### src/sv/chtab_ram.sv
module chtab_ram #(
  parameter int WIDTH = 8,
  parameter int DEPTH = 16
) (
  input  logic                     clk,
  input  logic                     we,
  input  logic [$clog2(DEPTH)-1:0] waddr,
  input  logic [WIDTH-1:0]         wdata,
  input  logic [$clog2(DEPTH)-1:0] raddr,
  output logic [WIDTH-1:0]         rdata
);

  logic [WIDTH-1:0] mem [DEPTH];

  always_ff @(posedge clk) begin
    if (we) begin
      mem[waddr] <= wdata;
    end
    rdata <= mem[raddr];
  end

endmodule

### config.mk
export PLATFORM = sky130hd
export DESIGN_NAME = chtab_ram
export DESIGN_NICKNAME = d
export VERILOG_FILES = /design/src/sv/chtab_ram.sv
export SDC_FILE = /design/constraint.sdc
export NUM_CORES = 1
export LEC_CHECK = 0
export ABC_AREA = 0
export BUFFER_PORTS_ARGS = -buffer_cell sky130_fd_sc_hd__buf_2
export CAP_MARGIN = 20
export CORE_MARGIN = 5
export CORE_UTILIZATION = 55
export CTS_BUF_LIST = sky130_fd_sc_hd__clkbuf_4 sky130_fd_sc_hd__clkbuf_8
export DETAILED_ROUTE_END_ITERATION = 16
export PLACE_DENSITY = 0.69
export RECOVER_POWER = 25
export SYNTH_ARGS = -nofsm -noshare
export SYNTH_HDL_FRONTEND = slang
export SYNTH_SLANG_ARGS = --single-unit
### constraint.sdc
create_clock -name clk -period 4.9 [get_ports clk]
set_input_delay 0.49 -clock clk [delete_from_list [all_inputs] [get_ports clk]]
set_output_delay 0.49 -clock clk [all_outputs]
set_load 0.005 [all_outputs]
### Word level (Yosys, flattened, before mapping)

Memories as Yosys holds them, arrays and structs flattened. A register that Yosys moved wholly into a read port is not among the register bits.
Index checks and enable logic that the tools add are counted.
Widths: inputs -> output; s select.

| storage, ports and cells | value |
|---|---|
| bits in registers | 0 |
| RAM bits | 128 |
| input port bits | 18 |
| output and inout port bits | 8 |
| word-level logic and storage cells | 3 |
| memories kept | 1 |

| cells by class | value |
|---|---|
| muxes and demuxes | 2 |

Memory list:

| name | words | bits a word | rd ports | clocked after Yosys merged registers in | write ports | line | text |
|---|---|---|---|---|---|---|---|
| mem | 16 | 8 | 1 | 1 | 1 | 13 | `logic [WIDTH-1:0] mem [DEPTH];` |

Operators with widths:

| cell | count |
|---|---|
| $mux 1 | 2 |

### Longest topological paths before layout

| depth | value |
|---|---|
| depth after elaboration | 2 |
| mapped depth | 5 |

### Worst setup path after synthesis

Ideal clock, no wire load.

| path | value |
|---|---|
| path type | input -> register |
| start | input waddr[2] |
| end | memory mem[0][0] (enable) |
| data arrival time | 1600 ps |
| path slack | 2917 ps |
| stages | 2 |
| path buffers | 0 |
| cell sequence | or3b_2 -> nor3_1 |

RTL lines:

| item | line | text |
|---|---|---|
| from (decl) | 7 | `input logic [$clog2(DEPTH)-1:0] waddr,` |
| to (decl) | 13 |  |

Straight into the memory's write port.

### Worst setup path after layout

| path | value |
|---|---|
| start | input waddr[2] |
| end | memory mem[0][3] (enable) |

Straight into the memory's write port.

==> flow_summary.json <==
{
  "reg2reg_depth": 3,
  "ys_warn_count": 0,
  "setup_violations": 0,
  "multi_input_area_um2": 1060,
  "start_util_pct": 56.0,
  "grt_pass1_vias": 2406,
  "cp_max_fo": 5,
  "grt_max_degree": 33,
  "nFillCells": 617,
  "status": "completed",
  "dr.first_iter.drc_count": 200,
  "arrival_ns": 1.92,
  "drt-pass1-iter-count": 6,
  "finalHoldViolCount": 0,
  "cap_violations": 0,
  "yosys-top-cells-area": "edfxtp_1 75%, mux4_2 7.9%, mux4_1 7.1%",
  "vdd_drop_max_mv": 0.192,
  "die_x_um": 107,
  "clk_path_buf_depth": 2,
  "core_area_um2": 9200,
  "cts_tree": "yes",
  "gp_congestion": 0.716,
  "grt-ovfl-total": 0,
  "synth_top_area_share_pct": 74.7,
  "layout_common_cells": "128 x edfxtp_1, 19 x buf_2, 18 x mux4_2, 18 x clkbuf_8, 16 x a22oi_1",
  "hpwl_um": 5840,
  "min_from": "wdata[6]",
  "tns_ns": 0,
  "synth_cell_type_count": 19,
  "vias_per_cell": 6.17,
  "crit_chain": "buf_2 -> or3b_2 -> nor3_1 -> buf_2",
  "power.total_mw": 2.32,
  "synth_area_um2": 5150,
  "routedWlPerCell_um": 24.8,
  "final_antenna_net_count": 0,
  "critPathKind": "in2reg",
  "grt_pass1_wl_um": 14800,
  "areaGrowthSynthToFinish_pct": 11.9,
  "grt_setup_unrepaired": "no",
  "finalMaxSlewViolations": 0,
  "cp_slowest_cell": "or3b_2",
  "diodes": 0,
  "critPathCaptureType": "register",
  "nets": 285,
  "rrSetupSlack_ns": 3.56,
  "worst_slew_pin_slew_ns": 1.14,
  "drive_gt1_share_pct": 26.1,
  "clk_latency_ns": 0.42,
  "mostFrequentLayoutCell": "edfxtp_1",
  "io_buffer_count": 25,
  "dieArea_um2": 11400,
  "post-route-min-period_ns": 1.80,
  "io_pins": 26,
  "synth_nets": 247,
  "postCtsSetupBuffers": 0,
  "cts_hold_buf": 0,
  "root_buffer": "clkbuf_8",
  "cts-resized-gates": 0,
  "htreeDepth": 4,
  "cts_made_buffers": 17,
  "r2r_end": "rdata[5]$_DFF_P_",
  "crit_required_ns": 5.02,
  "min_path_cells": 1,
  "vias": 2413,
  "p_leak_nw": 1.89,
  "stdcell_count": 391,
  "die_h_um": 107,
  "rows": 35,
  "seq_area_um2": 4000,
  "p_per_area_nw_per_um2": 402,
  "fmax_mhz": 557,
  "syn_area_per_cell_um2": 22.5,
  "critPathMaxStageDelay_ns": 0.51,
  "startpoint_type": "input pin",
  "ys_ff_latch": 136,
  "crit_top_cell": "buf_2",
  "yosysTopAreaCell": "edfxtp_1",
  "antenna_found_initial": 0,
  "cts_sinks": 136,
  "r2r_start": "mem[1][5]$_DFFE_PP_",
  "path_clk_slew_ns": 0.08,
  "finClkSkew_ns": 0.00647,
  "slew_headroom_pct": 23.7,
  "holdPathEnd": "mem[7][6]$_DFFE_PP_",
  "synth_cells": 229,
  "ys_seq_area_share_pct": 77.8,
  "routed_wirelength_um": 9710,
  "dp_cells": 358,
  "grt_use_total_pct": 18.8,
  "hold_path.class": "in2reg",
  "period_share_pct": 36.7,
  "drc_errors": 0
}
[layout make-up]
cell class                      instances  share of cell area, %
Sequential cell                       136                   69.5
Clock buffer                           18                   4.30
Clock inverter                         14                   2.61
Timing Repair Buffer                   29                   2.72
Tap cell                              111                   2.41
Multi-Input combinational cell         83                   18.4
[power breakdown]
part           switching [mW]  internal [mW]
Clock                   0.429          0.467
Sequential            0.00787           1.30
Combinational          0.0657         0.0472
[worst max-delay path by stage]
stage / startpoint / endpoint / slack, ns / cells after the start
3_5_place_dp: raddr[0] / rdata[5]$_DFF_P_ / 2.40 / 4
5_1_grt: raddr[0] / rdata[5]$_DFF_P_ / 3.04 / 5
6_report: waddr[2] / mem[0][3]$_DFFE_PP_ / 3.10 / 4
4_1_cts: raddr[0] / rdata[5]$_DFF_P_ / 2.83 / 4
3_3_place_gp: waddr[2] / mem[0][1]$_DFFE_PP_ / 2.30 / 3
2_1_floorplan: waddr[2] / mem[0][0]$_DFFE_PP_ / 2.92 / 2
[per-layer routing]
metal	part of all wire, %	global-route usage (%)	vias to the layer above
met4	1.2	6.03	0
met2	48	28.6	99
li1	-	-	1049
met5	0	0	-
met3	7.7	4.64	10
met1	43	27.1	1255
[cell usage after synthesis, drive strengths merged]
cell type	number
nor3	4
nand3b	2
a22oi	16
nor2	13
nor2b	1
and2b	1
edfxtp	128
or3b	1
mux4	32
dfxtp	8
nand2b	2
buf	7
nand2	9
nand3	1
clkdlybuf4s25	3
and2	1
[stage by stage]
stage | utilization, % | setup WS [ns] | cell area, µm² | hold slack [ns]
after floorplan | - | 2.92 | 5150 | 0.589
after global placement | 58.1 | 2.30 | 5350 | 0.654
after detailed placement | 58.2 | 2.40 | 5350 | 0.664
after CTS | 62.5 | 2.83 | 5750 | 0.418
after global routing | 62.6 | 3.04 | 5760 | 0.446
final | 62.6 | 3.10 | 5760 | 0.449
[registers in the layout (all words and copies together), names as in the netlist]
name   flops
mem      128
rdata      8
[critical path: cells and delay by family]
kind	cells	cell delay (ns)
and+or+nand+nor	2	1.00
buffers and inverters	2	0.42
[cell families after synthesis]
logic type,after synthesis,synth area share [%]
flops,136,77.8
mux,32,15.0
simple gates,35,3.18
compound gates,16,2.33
buf+inv,10,1.68
Note: power is estimated with default switching activity, not from simulation.
